File: src/rtl/etok_pkg.sv
// Shared types, constants and character classification for the expression tokenizer.
package etok_pkg;

   // Default width of the line and column counters.
   localparam int POS_BITS_DEF = 16;

   // Reported positions are always this wide.
   localparam int OUT_POS_W = 16;

   // Result queue depth; must be a power of two and at least 2.
   localparam int QUEUE_DEPTH = 4;

   // Token kinds.
   localparam logic [3:0] KIND_IDENT  = 4'd0;
   localparam logic [3:0] KIND_INT    = 4'd1;
   localparam logic [3:0] KIND_PLUS   = 4'd2;
   localparam logic [3:0] KIND_MINUS  = 4'd3;
   localparam logic [3:0] KIND_TIMES  = 4'd4;
   localparam logic [3:0] KIND_DIVIDE = 4'd5;
   localparam logic [3:0] KIND_LPAREN = 4'd6;
   localparam logic [3:0] KIND_RPAREN = 4'd7;
   localparam logic [3:0] KIND_ERROR  = 4'd8;
   localparam logic [3:0] KIND_END    = 4'd9;

   // Characters with a meaning of their own.
   localparam logic [7:0] CHAR_PLUS    = 8'h2B;
   localparam logic [7:0] CHAR_MINUS   = 8'h2D;
   localparam logic [7:0] CHAR_TIMES   = 8'h2A;
   localparam logic [7:0] CHAR_DIVIDE  = 8'h2F;
   localparam logic [7:0] CHAR_LPAREN  = 8'h28;
   localparam logic [7:0] CHAR_RPAREN  = 8'h29;
   localparam logic [7:0] CHAR_NEWLINE = 8'h0A;
   localparam logic [7:0] CHAR_SPACE   = 8'h20;
   localparam logic [7:0] CHAR_TAB     = 8'h09;
   localparam logic [7:0] CHAR_CR      = 8'h0D;

   // One result item.
   typedef struct packed {
      logic [3:0]           token_kind;
      logic [7:0]           lexeme_char;
      logic [OUT_POS_W-1:0] start_line;
      logic [OUT_POS_W-1:0] start_col;
      logic                 first_char;
      logic                 last_char;
   } tok_type;

   // Up to two results pushed into the queue in one cycle; slot 1 is used only with slot 0.
   typedef struct packed {
      logic    valid0;
      logic    valid1;
      tok_type tok0;
      tok_type tok1;
   } push_type;

   function automatic logic is_letter(input logic [7:0] c);
      return (c >= 8'h41 && c <= 8'h5A) || (c >= 8'h61 && c <= 8'h7A);
   endfunction

   function automatic logic is_digit(input logic [7:0] c);
      return c >= 8'h30 && c <= 8'h39;
   endfunction

   function automatic logic is_space(input logic [7:0] c);
      return c == CHAR_SPACE || (c >= CHAR_TAB && c <= CHAR_CR);
   endfunction

   function automatic logic is_op(input logic [7:0] c);
      return c == CHAR_PLUS || c == CHAR_MINUS || c == CHAR_TIMES ||
             c == CHAR_DIVIDE || c == CHAR_LPAREN || c == CHAR_RPAREN;
   endfunction

   function automatic logic [3:0] op_kind(input logic [7:0] c);
      logic [3:0] k;
      case (c)
         CHAR_PLUS:   k = KIND_PLUS;
         CHAR_MINUS:  k = KIND_MINUS;
         CHAR_TIMES:  k = KIND_TIMES;
         CHAR_DIVIDE: k = KIND_DIVIDE;
         CHAR_LPAREN: k = KIND_LPAREN;
         default:     k = KIND_RPAREN;
      endcase
      return k;
   endfunction

endpackage

File: src/rtl/etok_if.sv
// Valid/ready channel interfaces for source bytes and tokens.
interface etok_req_if;
   logic       valid;
   logic       ready;
   logic [7:0] char_in;
   logic       end_of_input;

   modport source (output valid, output char_in, output end_of_input, input ready);
   modport sink   (input valid, input char_in, input end_of_input, output ready);
endinterface


File: src/rtl/etok_front.sv
// Scanner front end: accepts bytes, classifies them and pushes up to two tokens per byte.
module etok_front import etok_pkg::*; #(
   parameter int POS_BITS = POS_BITS_DEF
) (
   input  logic          clock,
   input  logic          reset,
   etok_req_if.sink      req_port,
   input  logic          space_ok,
   output push_type      push
);

   localparam logic [1:0] MODE_IDLE  = 2'd0;
   localparam logic [1:0] MODE_IDENT = 2'd1;
   localparam logic [1:0] MODE_INT   = 2'd2;
   localparam logic [1:0] MODE_HALT  = 2'd3;

   logic [1:0]          mode_ff, mode_in;
   logic [7:0]          held_char_ff, held_char_in;
   logic                held_first_ff, held_first_in;
   logic [POS_BITS-1:0] tok_line_ff, tok_line_in;
   logic [POS_BITS-1:0] tok_col_ff, tok_col_in;
   logic [POS_BITS-1:0] line_ff, line_in;
   logic [POS_BITS-1:0] col_ff, col_in;

   logic                accept;
   logic [7:0]          c;
   logic                eoi;
   logic [POS_BITS-1:0] adv_line, adv_col;
   tok_type             slot [2];
   logic [1:0]          slot_v;

   // Clip a counter value to the reported width.
   function automatic logic [OUT_POS_W-1:0] pos_out(input logic [POS_BITS-1:0] v);
      logic [31:0] w;
      w = 32'(v);
      return (w > 32'(16'hFFFF)) ? 16'hFFFF : w[OUT_POS_W-1:0];
   endfunction

   function automatic tok_type make_tok(input logic [3:0] kind, input logic [7:0] ch,
                                        input logic [POS_BITS-1:0] ln,
                                        input logic [POS_BITS-1:0] cl,
                                        input logic first, input logic last);
      tok_type t;
      t.token_kind  = kind;
      t.lexeme_char = ch;
      t.start_line  = pos_out(ln);
      t.start_col   = pos_out(cl);
      t.first_char  = first;
      t.last_char   = last;
      return t;
   endfunction

   assign req_port.ready = space_ok;
   assign accept         = req_port.valid && space_ok;
   assign c              = req_port.char_in;
   assign eoi            = req_port.end_of_input;

   // Position of the byte after this one, saturating.
   always_comb begin
      adv_line = line_ff;
      adv_col  = col_ff;
      if (c == CHAR_NEWLINE) begin
         adv_col = POS_BITS'(1);
         if (!(&line_ff)) adv_line = line_ff + POS_BITS'(1);
      end else if (!(&col_ff)) begin
         adv_col = col_ff + POS_BITS'(1);
      end
   end

   // Scan step: flush or extend the run; after a flush or from idle, handle the byte as from idle.
   always_comb begin
      logic       k;
      logic       done;
      logic [3:0] run_kind;
      logic       cont;
      k             = 1'b0;
      done          = 1'b0;
      run_kind      = (mode_ff == MODE_IDENT) ? KIND_IDENT : KIND_INT;
      cont          = 1'b0;
      mode_in       = mode_ff;
      held_char_in  = held_char_ff;
      held_first_in = held_first_ff;
      tok_line_in   = tok_line_ff;
      tok_col_in    = tok_col_ff;
      line_in       = line_ff;
      col_in        = col_ff;
      slot_v        = 2'b00;
      slot[0]       = make_tok(KIND_END, 8'h00, line_ff, col_ff, 1'b1, 1'b1);
      slot[1]       = slot[0];

      if (accept && mode_ff != MODE_HALT) begin
         if (mode_ff == MODE_IDENT || mode_ff == MODE_INT) begin
            cont = !eoi && ((mode_ff == MODE_IDENT) ? is_letter(c) : is_digit(c));
            slot[0]   = make_tok(run_kind, held_char_ff, tok_line_ff, tok_col_ff,
                                 held_first_ff, !cont);
            slot_v[0] = 1'b1;
            held_first_in = 1'b0;
            if (cont) begin
               held_char_in = c;
               line_in      = adv_line;
               col_in       = adv_col;
               done         = 1'b1;
            end else begin
               mode_in = MODE_IDLE;
               k       = 1'b1;
            end
         end

         if (!done) begin
            if (eoi) begin
               slot[k]   = make_tok(KIND_END, 8'h00, line_ff, col_ff, 1'b1, 1'b1);
               slot_v[k] = 1'b1;
               mode_in   = MODE_HALT;
            end else if (is_space(c)) begin
               line_in = adv_line;
               col_in  = adv_col;
            end else begin
               tok_line_in = line_ff;
               tok_col_in  = col_ff;
               if (is_letter(c) || is_digit(c)) begin
                  mode_in       = is_letter(c) ? MODE_IDENT : MODE_INT;
                  held_char_in  = c;
                  held_first_in = 1'b1;
                  line_in       = adv_line;
                  col_in        = adv_col;
               end else if (is_op(c)) begin
                  slot[k]   = make_tok(op_kind(c), c, line_ff, col_ff, 1'b1, 1'b1);
                  slot_v[k] = 1'b1;
                  line_in   = adv_line;
                  col_in    = adv_col;
               end else begin
                  slot[k]   = make_tok(KIND_ERROR, c, line_ff, col_ff, 1'b1, 1'b1);
                  slot_v[k] = 1'b1;
                  mode_in   = MODE_HALT;
               end
            end
         end
      end
   end

   assign push.valid0 = slot_v[0];
   assign push.valid1 = slot_v[1];
   assign push.tok0   = slot[0];
   assign push.tok1   = slot[1];

   // Scanner state.
   always_ff @(posedge clock) begin
      if (reset) begin
         mode_ff       <= MODE_IDLE;
         held_char_ff  <= 8'h00;
         held_first_ff <= 1'b0;
         tok_line_ff   <= POS_BITS'(1);
         tok_col_ff    <= POS_BITS'(1);
         line_ff       <= POS_BITS'(1);
         col_ff        <= POS_BITS'(1);
      end else begin
         mode_ff       <= mode_in;
         held_char_ff  <= held_char_in;
         held_first_ff <= held_first_in;
         tok_line_ff   <= tok_line_in;
         tok_col_ff    <= tok_col_in;
         line_ff       <= line_in;
         col_ff        <= col_in;
      end
   end

endmodule

File: src/flat_wrapper.sv
// flat-port wrapper written by rule: the top's interface ports become plain ports
module etok_front_flat import etok_pkg::*;
#(
   parameter int POS_BITS = POS_BITS_DEF
)
  (clock, reset, space_ok, push, req_port_valid, req_port_char_in, req_port_end_of_input, req_port_ready);
  etok_req_if req_port_i ();
  input  logic clock;
  input  logic reset;
  input  logic space_ok;
  output push_type push;
  input wire logic [$bits(req_port_i.valid)-1:0] req_port_valid;
  input wire logic [$bits(req_port_i.char_in)-1:0] req_port_char_in;
  input wire logic [$bits(req_port_i.end_of_input)-1:0] req_port_end_of_input;
  output wire logic [$bits(req_port_i.ready)-1:0] req_port_ready;
  assign req_port_i.valid = req_port_valid;
  assign req_port_i.char_in = req_port_char_in;
  assign req_port_i.end_of_input = req_port_end_of_input;
  assign req_port_ready = req_port_i.ready;
  etok_front #(.POS_BITS(POS_BITS)) u_core (.clock(clock), .reset(reset), .req_port(req_port_i), .space_ok(space_ok), .push(push));
endmodule
File: config.mk
export PLATFORM = sky130hd
export DESIGN_NAME = etok_front_flat
export DESIGN_NICKNAME = d
export VERILOG_FILES = /design/src/rtl/etok_pkg.sv /design/src/rtl/etok_if.sv /design/src/rtl/etok_front.sv /design/src/flat_wrapper.sv
export SDC_FILE = /design/constraint.sdc
export NUM_CORES = 1
export LEC_CHECK = 0
export ABC_AREA = 0
export BUFFER_PORTS_ARGS = -buffer_cell sky130_fd_sc_hd__buf_2
export CAP_MARGIN = 40
export CORE_MARGIN = 2
export CORE_UTILIZATION = 55
export CTS_BUF_LIST = sky130_fd_sc_hd__clkbuf_4 sky130_fd_sc_hd__clkbuf_8
export CTS_CLUSTER_DIAMETER = 120
export DETAILED_ROUTE_END_ITERATION = 16
export PLACE_DENSITY = 0.82
export SLEW_MARGIN = 20
export SYNTH_ARGS = -nofsm -noshare
export SYNTH_HDL_FRONTEND = slang
export SYNTH_SLANG_ARGS = --single-unit
File: constraint.sdc
create_clock -name clock -period 6.4 [get_ports clock]
set_input_delay 0.64 -clock clock [delete_from_list [all_inputs] [get_ports clock]]
set_output_delay 0.64 -clock clock [all_outputs]
set_load 0.05 [all_outputs]
Yosys cells after proc, flatten, opt, wreduce, memory -nomap -nowiden. Index checks and enable logic that the tools add are counted.

Flip-flop bits (word level): 75.

Muxes and demuxes: 74. Equality and inequality tests: 11. Order comparisons: 12. Reductions and logical operators: 23. Bitwise logic cells: 5. $add $sub $neg: 2.

Operators with widths (number): 92-bit two-way mux (6); 16-bit two-way mux (18); 92-bit bitwise mux (3); 46-bit two-way mux (3); 8-bit by 6-bit == test with 1-bit output (second input constant) (7); 8-bit two-way mux (6); 46-bit demux with 1-bit select (1); 16-bit by 1-bit adder with 16-bit output (second input constant) (2); 16-bit AND reduction (2); 2-bit two-way mux (13); 4-bit two-way mux (6); 8-bit by 7-bit greater-or-equal comparator with 1-bit output (second input constant) (2); 8-bit by 7-bit <= comparator with 1-bit output (second input constant) (2); 1-bit two-way mux (16); 3-bit one-hot mux with 5 select lines (1); 1-bit logical AND (9); 1-bit logical OR (9); 8-bit by 4-bit == test with 1-bit output (second input constant) (1); 8-bit by 4-bit greater-or-equal comparator with 1-bit output (second input constant) (1); 8-bit by 6-bit greater-or-equal comparator with 1-bit output (second input constant) (1); 8-bit by 4-bit <= comparator with 1-bit output (second input constant) (1); 8-bit by 6-bit <= comparator with 1-bit output (second input constant) (1); 4-bit AND reduction (1); 1-bit inverter (3); other kinds (11) (12).

Logic depth before layout (Yosys ltp). Gate-level depths: netlist (run 1).

Word-level depth: 20. Depth in mapped cells: 9.

Worst setup path after synthesis (run 1). Ideal clock, no wire load.

Path kind: input -> output. Start: input req_port_char_in[1]. End: output push[43] in the netlist's numbering. Setup slack: 2.430 ns. Data required time: 5.760 ns. Buffers on the path: 1. Stages: 6. Arrival time: 3.330 ns. Path through: or3_1 -> nor3_2 -> o21ai_1 -> or2_2 -> buf_2 -> nor4_1.

RTL lines: from (decl) (RTL line flat_wrapper.sv:13) `input wire logic [$bits(req_port_i.char_in)-1:0] req_port_char_in;`; to (decl) (RTL line flat_wrapper.sv:11) `output push_type push;`.

==> impl_metrics.toml, run 1 <==
[layout]
area.growth.synth_to_final_pct = 17.3
drive_gt1_frac = 0.298
final_util = 0.662
nFillCells = 655
final_common_cell = "buf_2"
antenna_cells = 0
stdcell_count = 695
nets = 606
layout_common_cells = "buf_2, dfxtp_1, nor2_1, mux2_2, mux2i_1"

[placed_design]
routabilityCongestion = 0.954
place_inst = 676
portBuffers = 105
dp_hpwl_um = 7210

[worst_setup_path]
path_depth = 9
reg2regPathDepth = 7
critPathRequiredTime_ns = 5.76
crit_slowest_cell = "or3_1"
crit_type = "in2out"
cp_num_buf_inv = 3
cp_cell_sequence = "buf_2 > or3_1 > nor3_2 > o21ai_1 > buf_4 > or2_2 > nor4_4 > a22o_1 > buf_2"
cp_top_family = "simple AND/OR/NAND/NOR gates"
critPathMaxFanout = 14
max_stage_delay_ns = 0.41
rr_endpoint = "u_core.tok_line_ff[0]"
worstPathArrival_ns = 3.16
crit_path_frequent_cell = "buf_2"
reg2reg_from = "u_core.mode_ff[1]"
start_kind = "input port"
rrSetupSlack_ns = 3.77
worst_setup_path_end_kind = "primary output"

[cts]
clkLatencyLatePin_ns = 0.35
cts_hold_buf = 0
cts_max_level = 3
root_buffer = "clkbuf_8"
cts_tree = "done"
clock_sinks = 75
clkTransAtPathRegs_ns = 0.07
cts_setup_buffers = 0
cts_resized = 0
cts_buffers = 9
cts_buffer_depth = 2

[synthesis]
netlist_area_um2 = 4320
synth_edf_count = 0
synth_async_sr_flop_share = 0
synth_area_per_cell_um2 = 8.60
synth-seq-cells = 75
ys_warn_count = 0
synth_cell_types = 66
synth_cells = 502
synth-main-ff-cell = "dfxtp_1"
yosysSeqAreaShare = 0.348

[pwr]
cellPowerDensity_nw_per_um2 = 185
power.leakage_nw = 2.03
vdd_drop_max_mv = 0.115

[sta]
clock_skew_ns = 0.0137
finalHoldViolCount = 0
fmax_mhz = 263
tightest_slew_ns = 0.834
fin_crit_ns = 3.80
fin_setup_tns_ns = 0
finalSetupViolCount = 0
finalMaxSlewViolations = 0
fin_crit_sh = 0.593
slew_headroom = 0.439
rsz0062_at_grt = "no"

[global_route]
grt_overflow = 0
grt_max_degree = 75
grt_pass1_vias = 3650
grt_pass1_wl_um = 16800
grt_usage = 0.238
antenna_found_initial = 0

[status]
status = "complete, no violations"

[floorplanning]
dieArea_um2 = 8580
die_w_um = 92.6
die_y_um = 92.6
ios = 108
start_util = 0.565
core_area_um2 = 7650
rows = 32

[route]
dr_total_vias = 4040
postRouteAntennaNets = 0
dr.pass1.iters = 5
routedWlPerCell_um = 14.9
vias_per_cell = 5.81
drcViolationCount = 0
wl_um = 10300
first_iter_violations = 201

[flow_run]
drv_cap = 0

[hold_path]
hold_depth = 2
min_from = "u_core.held_char_ff[1]"
min_to = "u_core.held_char_ff[1]"
hp-class = "reg2reg"
-- Yosys cell counts, types with 3 or more instances --
library cell   n  area share
inv_1          7      0.0061
or4_1          9       0.016
or3_1          4      0.0058
buf_4          6       0.010
nor3_1        13       0.015
mux2_2        32       0.083
nor4_1         7       0.010
nand2b_1       7       0.010
clkbuf_1      23       0.020
xor2_1        10       0.020
dfxtp_1       75        0.35
nand2_1       27       0.023
a31oi_1        6      0.0087
o21ai_0       12       0.014
nand4_1       11       0.016
and2_1        10       0.014
a211o_1        3      0.0061
mux2i_1       32       0.074
a22o_1         8       0.016
nor2_1        60       0.052
nand3_1       29       0.034
o31ai_1        3      0.0052
nor2b_1       10       0.014
a21oi_1       29       0.034
and4_1         3      0.0061
buf_2          5      0.0058
o21a_1         5      0.0087
ha_1           5       0.014
and3_1         4      0.0058
-- layer usage --
metal	vias to the layer above	wire length (um)	track usage
li1	1989	-	-
met1	1899	4610	0.311
met2	142	4990	0.396
met3	10	632	0.0431
met4	0	112	0.0796
met5	-	0	0
-- state kept, by name, summed over array words and instances (netlist names) --
register              flops
u_core.tok_col_ff        16
u_core.line_ff           16
u_core.held_char_ff       8
u_core.mode_ff            2
u_core.tok_line_ff       16
u_core.held_first_ff      1
u_core.col_ff            16
-- logic make-up (layout without fill, tap and decap cells) --
kind of cell | count (synthesis) | in the layout | share of synthesized area
adder cells (fa/ha/maj) | 5 | 5 | 0.0145
flip-flops | 75 | 75 | 0.348
XOR/XNOR | 12 | 12 | 0.0243
multiplexers | 64 | 64 | 0.158
AND/OR/NAND/NOR | 210 | 210 | 0.262
AO/OA/AOI/OAI | 90 | 90 | 0.143
buffers and inverters | 45 | 135 | 0.0495
other | 1 | 2 | 0.000868
-- worst min-delay path, stage by stage, from the launching register on --
cell	delay, ns
dfxtp_1	0.32
nand2_1	0.05
a21oi_1	0.05
-- how the worst max path moves through the flow --
stage / start / endpoint / slack, ns
2_1_floorplan: req_port_char_in[1] / push[43] / 2.43
3_3_place_gp: req_port_char_in[1] / push[81] / 2.69
3_5_place_dp: req_port_char_in[1] / push[81] / 2.62
4_1_cts: req_port_char_in[1] / push[81] / 2.62
5_1_grt: req_port_char_in[1] / push[83] / 2.44
6_report: req_port_char_in[1] / push[81] / 2.60
-- power breakdown --
part / internal (mW) / switching, mW / leakage, nW
Combinational: 0.0330 / 0.0810 / 1.33
Sequential: 0.469 / 0.00237 / 0.605
Clock: 0.178 / 0.173 / 0.0950
Total: 0.681 / 0.257 / 2.03
-- stage by stage --
step / hold WS, ns / cell area [um^2] / setup WS [ns] / total power, mW
6_report: 0.466 / 5060 / 2.60 / 0.937
2_1_floorplan: 0.436 / 4320 / 2.43 / 0.572
3_5_place_dp: 0.457 / 4840 / 2.62 / 0.595
4_1_cts: 0.468 / 5040 / 2.62 / 0.946
3_3_place_gp: 0.449 / 4820 / 2.69 / 0.591
5_1_grt: 0.496 / 5060 / 2.44 / 0.976
-- area by class of cell --
class / instances / area [um^2] / share of cell area
flip-flops and latches: 75 / 1500 / 0.296
well taps: 102 / 128 / 0.0252
clock inverters: 7 / 68.8 / 0.0136
multi-input cells: 383 / 2620 / 0.518
inverters: 7 / 26.3 / 0.00519
repair buffers: 112 / 596 / 0.118
clock buffers: 9 / 124 / 0.0245
No activity file was read; power rests on OpenSTA's default activity.
==> run 2: changes to the inputs <==
Clock period 6.4 ns to 3.55 ns, I/O delays scaled along.
==> run 2 against run 1 <==
Die area unchanged; register-to-register slack lost 2.9 ns; power is 84% higher; clock-buffer cell count rose by 2; via count up 1.1%; flip-flop and latch count is the same; clock power rose by 88%; combinational power rose by 83%; global-route usage up 1.3 points; cell area about the same; largest cell class unchanged; highest routed layer unchanged.
==> impl_metrics.toml, run 2 (same netlist as run 1, synthesis figures left out) <==
[global_route]
grt_max_degree = 44
grt_usage = 0.251
antenna_found_initial = 0
grt_overflow = 0
grt_pass1_wl_um = 17700
grt_pass1_vias = 3826

[sta]
fin_crit_ns = 3.07
finalSetupViolCount = 0
finalHoldViolCount = 0
rsz0062_at_grt = "no"
clock_skew_ns = 0.00813
tightest_slew_ns = 0.828
slew_headroom = 0.443
fin_setup_tns_ns = 0
fin_crit_sh = 0.865
finalMaxSlewViolations = 0
fmax_mhz = 326

[floorplanning]
start_util = 0.565
die_w_um = 92.6
rows = 32
die_y_um = 92.6
core_area_um2 = 7650
ios = 108
dieArea_um2 = 8580

[worst_setup_path]
worstPathArrival_ns = 2.72
crit_slowest_cell = "or2_2"
worst_setup_path_end_kind = "primary output"
critPathMaxFanout = 9
max_stage_delay_ns = 0.50
rrSetupSlack_ns = 0.91
start_kind = "flop"
critPathRequiredTime_ns = 3.19
cp_top_family = "simple AND/OR/NAND/NOR gates"
cp_num_buf_inv = 1
cp_cell_sequence = "ha_1 > nand3b_1 > or2_2 > nor3_1 > and2_1 > buf_2"
crit_type = "reg2out"

[cts]
clock_sinks = 75
cts_tree = "done"
cts_buffers = 9
root_buffer = "clkbuf_8"
cts_hold_buf = 0
cts_max_level = 3
cts_setup_buffers = 0
clkTransAtPathRegs_ns = 0.07
cts_buffer_depth = 2
cts_resized = 0
clkLatencyLatePin_ns = 0.34

[placed_design]
routabilityCongestion = 0.881
dp_hpwl_um = 7320
portBuffers = 105
place_inst = 680

[layout]
area.growth.synth_to_final_pct = 17.3
stdcell_count = 695
nets = 607
antenna_cells = 0
final_common_cell = "buf_2"
layout_common_cells = "buf_2, dfxtp_1, nor2_1, mux2_2, mux2i_1"
drive_gt1_frac = 0.298

[route]
wl_um = 10600
postRouteAntennaNets = 0
first_iter_violations = 137
drcViolationCount = 0
vias_per_cell = 5.88
dr.pass1.iters = 4
dr_total_vias = 4086
routedWlPerCell_um = 15.3

[pwr]
power.leakage_nw = 2.03
vdd_drop_max_mv = 0.227
p_total_mw = 1.72
cellPowerDensity_nw_per_um2 = 340

[status]
status = "complete, no violations"

[flow_run]
drv_cap = 0

[hold_path]
hp-class = "in2reg"
## run 2: changes by cell type in the layout (fill, tap and decap cells not counted), sizes merged
cell / change
clkinv: -3
clkbuf: +1
buf: +2
## run 2: metrics by stage
step,utilization,hold WS [ns],setup slack (ns),area [um^2]
finish,0.662,0.329,0.480,5060
global route,0.662,0.352,0.263,5060
CTS,0.662,0.317,0.486,5060
detailed placement,0.636,0.449,0.731,4860
global placement,0.636,0.447,0.772,4860
floorplan,-,0.436,0.0587,4320
## run 2: worst register-to-register path, cell delays in order (launching register included)
cell and delay, ns:
dfxtp_1 0.35, ha_1 0.20, nand3b_1 0.40, or2_2 0.50, a211oi_4 0.18, buf_4 0.50, nor2b_1 0.13, a211o_1 0.27
## run 2: layout make-up
type,count,area (um^2)
clock buffers,11,151
clock inverters,4,50.0
fillers,663,2580
inverters,7,26.3
multi-input cells,383,2620
flip-flops and latches,75,1500
well taps,102,128
repair buffers,113,586
## run 2: routing by layer
metal	part of all wire	vias up	global-route usage
li1	-	1991	-
met1	0.44	1962	0.313
met2	0.49	121	0.437
met3	0.050	12	0.0309
met4	0.011	0	0.102
met5	0	-	0
## run 2: worst paths after layout
| kind | startpoint | endpoint | cells past startpoint |
|---|---|---|---|
| setup / recovery | u_core.mode_ff[0] | push[39] | 6 |
| hold reg to reg | u_core.held_char_ff[0] | u_core.held_char_ff[0] | 2 |
| hold / removal | req_port_char_in[6] | u_core.held_char_ff[6] | 3 |
| setup reg to reg | u_core.mode_ff[0] | u_core.tok_line_ff[0] | 7 |
## run 2: report_power, final
part / switching, mW / internal, mW
Combinational: 0.149 / 0.0598
Clock: 0.305 / 0.358
Sequential: 0.00434 / 0.846
==> run 3: changes to the inputs <==
Settings changed: CORE_ASPECT_RATIO from default to 0.9.
==> run 3 against run 2 <==
Wire length rose by 1.8%; cell area about the same; fmax is 2.5% lower; final cell count decreased by 0.58%; worst setup slack got worse by 0.079 ns; sequential power about the same; first-iteration DRC count increased by 57%; clock skew fell by 0.0013 ns.
==> impl_metrics.toml, run 3 (same netlist as run 1, synthesis figures left out) <==
[route]
wl_met2_um = 5180
wl_um = 10800
top_layer_used = "met4"
drcViolationCount = 0
wl_met3_um = 724
met1_length_um = 4810
dr.pass1.iters = 4
routedWlPerCell_um = 15.7
dr_total_vias = 4091
vias_per_cell = 5.92
first_iter_violations = 215
postRouteAntennaNets = 0

[global_route]
grt_pass1_wl_um = 17400
grt_max_degree = 39
grt_pass1_vias = 3716
grt_usage = 0.246
antenna_found_initial = 0
grt_overflow = 0

[hold_path]
hp-class = "in2reg"
hold_depth = 3

[sta]
finalHoldViolCount = 0
finalSetupViolCount = 0
fin_setup_tns_ns = 0
rsz0062_at_grt = "no"
worst_slack_ns = 0.400
slew_headroom = 0.568
fmax_mhz = 317
fin_crit_sh = 0.887
clock_skew_ns = 0.00685
fin_crit_ns = 3.15
finalMaxSlewViolations = 0
tightest_slew_ns = 0.648

[placed_design]
portBuffers = 105
dp_hpwl_um = 7540
routabilityCongestion = 0.913
pre_cts_ws_ns = 0.691

[layout]
nets = 609
antenna_cells = 0
area.growth.synth_to_final_pct = 17.3
drive_gt1_frac = 0.301
final_common_cell = "buf_2"
layout_common_cells = "buf_2, dfxtp_1, nor2_1, mux2_2, mux2i_1"

[cts]
clkTransAtPathRegs_ns = 0.07
cts_tree = "done"
cts_buffers = 9
cts_setup_buffers = 0
clock_sinks = 75
cts_hold_buf = 0
root_buffer = "clkbuf_8"
cts_buffer_depth = 2
cts_resized = 0
clkLatencyLatePin_ns = 0.34
cts_max_level = 3

[floorplanning]
core_area_um2 = 7580
dieArea_um2 = 8580
start_util = 0.569
die_w_um = 97.4
ios = 108
rows = 30
die_y_um = 88.1

[pwr]
vdd_drop_max_mv = 0.218
power.leakage_nw = 2.04
cellPowerDensity_nw_per_um2 = 334

[flow_run]
drv_cap = 0

[status]
status = "complete, no violations"

[worst_setup_path]
worstPathArrival_ns = 2.79
start_kind = "flop"
worst_setup_path_end_kind = "primary output"
critPathMaxFanout = 16
reg2regPathDepth = 6
crit_type = "reg2out"
critPathRequiredTime_ns = 3.19
==> run 3: changes by cell type in the layout (fill, tap and decap cells not counted), sizes merged <==
| cell | change |
|---|---|
| clkinv | +1 |
| buf | +1 |
==> run 3: path summary, 6_finish.rpt <==
check,start,slack [ns],end
min reg2reg,u_core.held_char_ff[4],0.46,u_core.held_char_ff[4]
max,u_core.mode_ff[1],0.40,push[84]
min,req_port_char_in[6],0.33,u_core.held_char_ff[6]
max reg2reg,u_core.mode_ff[0],0.87,u_core.col_ff[9]
==> run 3: report_power, final <==
group | internal [mW] | leakage, nW | switching, mW | total (mW)
Clock | 0.326 | 0.0916 | 0.305 | 0.631
Combinational | 0.0608 | 1.34 | 0.150 | 0.210
Sequential | 0.846 | 0.605 | 0.00440 | 0.850
==> run 3: final cells by class <==
class	instances	area, um^2
well taps	96	120
inverters	7	26.3
clock buffers	10	131
repair buffers	115	611
flip-flops and latches	75	1500
fillers	652	2520
multi-input cells	383	2620
clock inverters	5	55.1
==> run 3: routing by layer <==
layer  global-route usage  vias up
met3               0.0495       17
met4               0.0846        0
met5                    0        -
met1                0.316     1918
li1                     -     1995
met2                0.418      161
==> run 3: critical path, cell delays in order (launching register included) <==
cell and delay (ns):
dfxtp_1 0.38, inv_1 0.08, ha_1 0.61, inv_1 0.29, nor4_4 0.57, a22o_1 0.25
buf_2 0.27
==> run 3: stage by stage <==
step / instances / power [mW] / instance area, um^2 / hold slack [ns] / utilization
after detailed placement: 675 / 1.08 / 4870 / 0.451 / 0.643
after floorplan: 503 / 1.03 / 4320 / 0.436 / -
final: 691 / 1.69 / 5070 / 0.330 / 0.668
after CTS: 690 / 1.71 / 5060 / 0.316 / 0.667
after global routing: 691 / 1.76 / 5070 / 0.333 / 0.668
after global placement: 675 / 1.07 / 4870 / 0.446 / 0.643
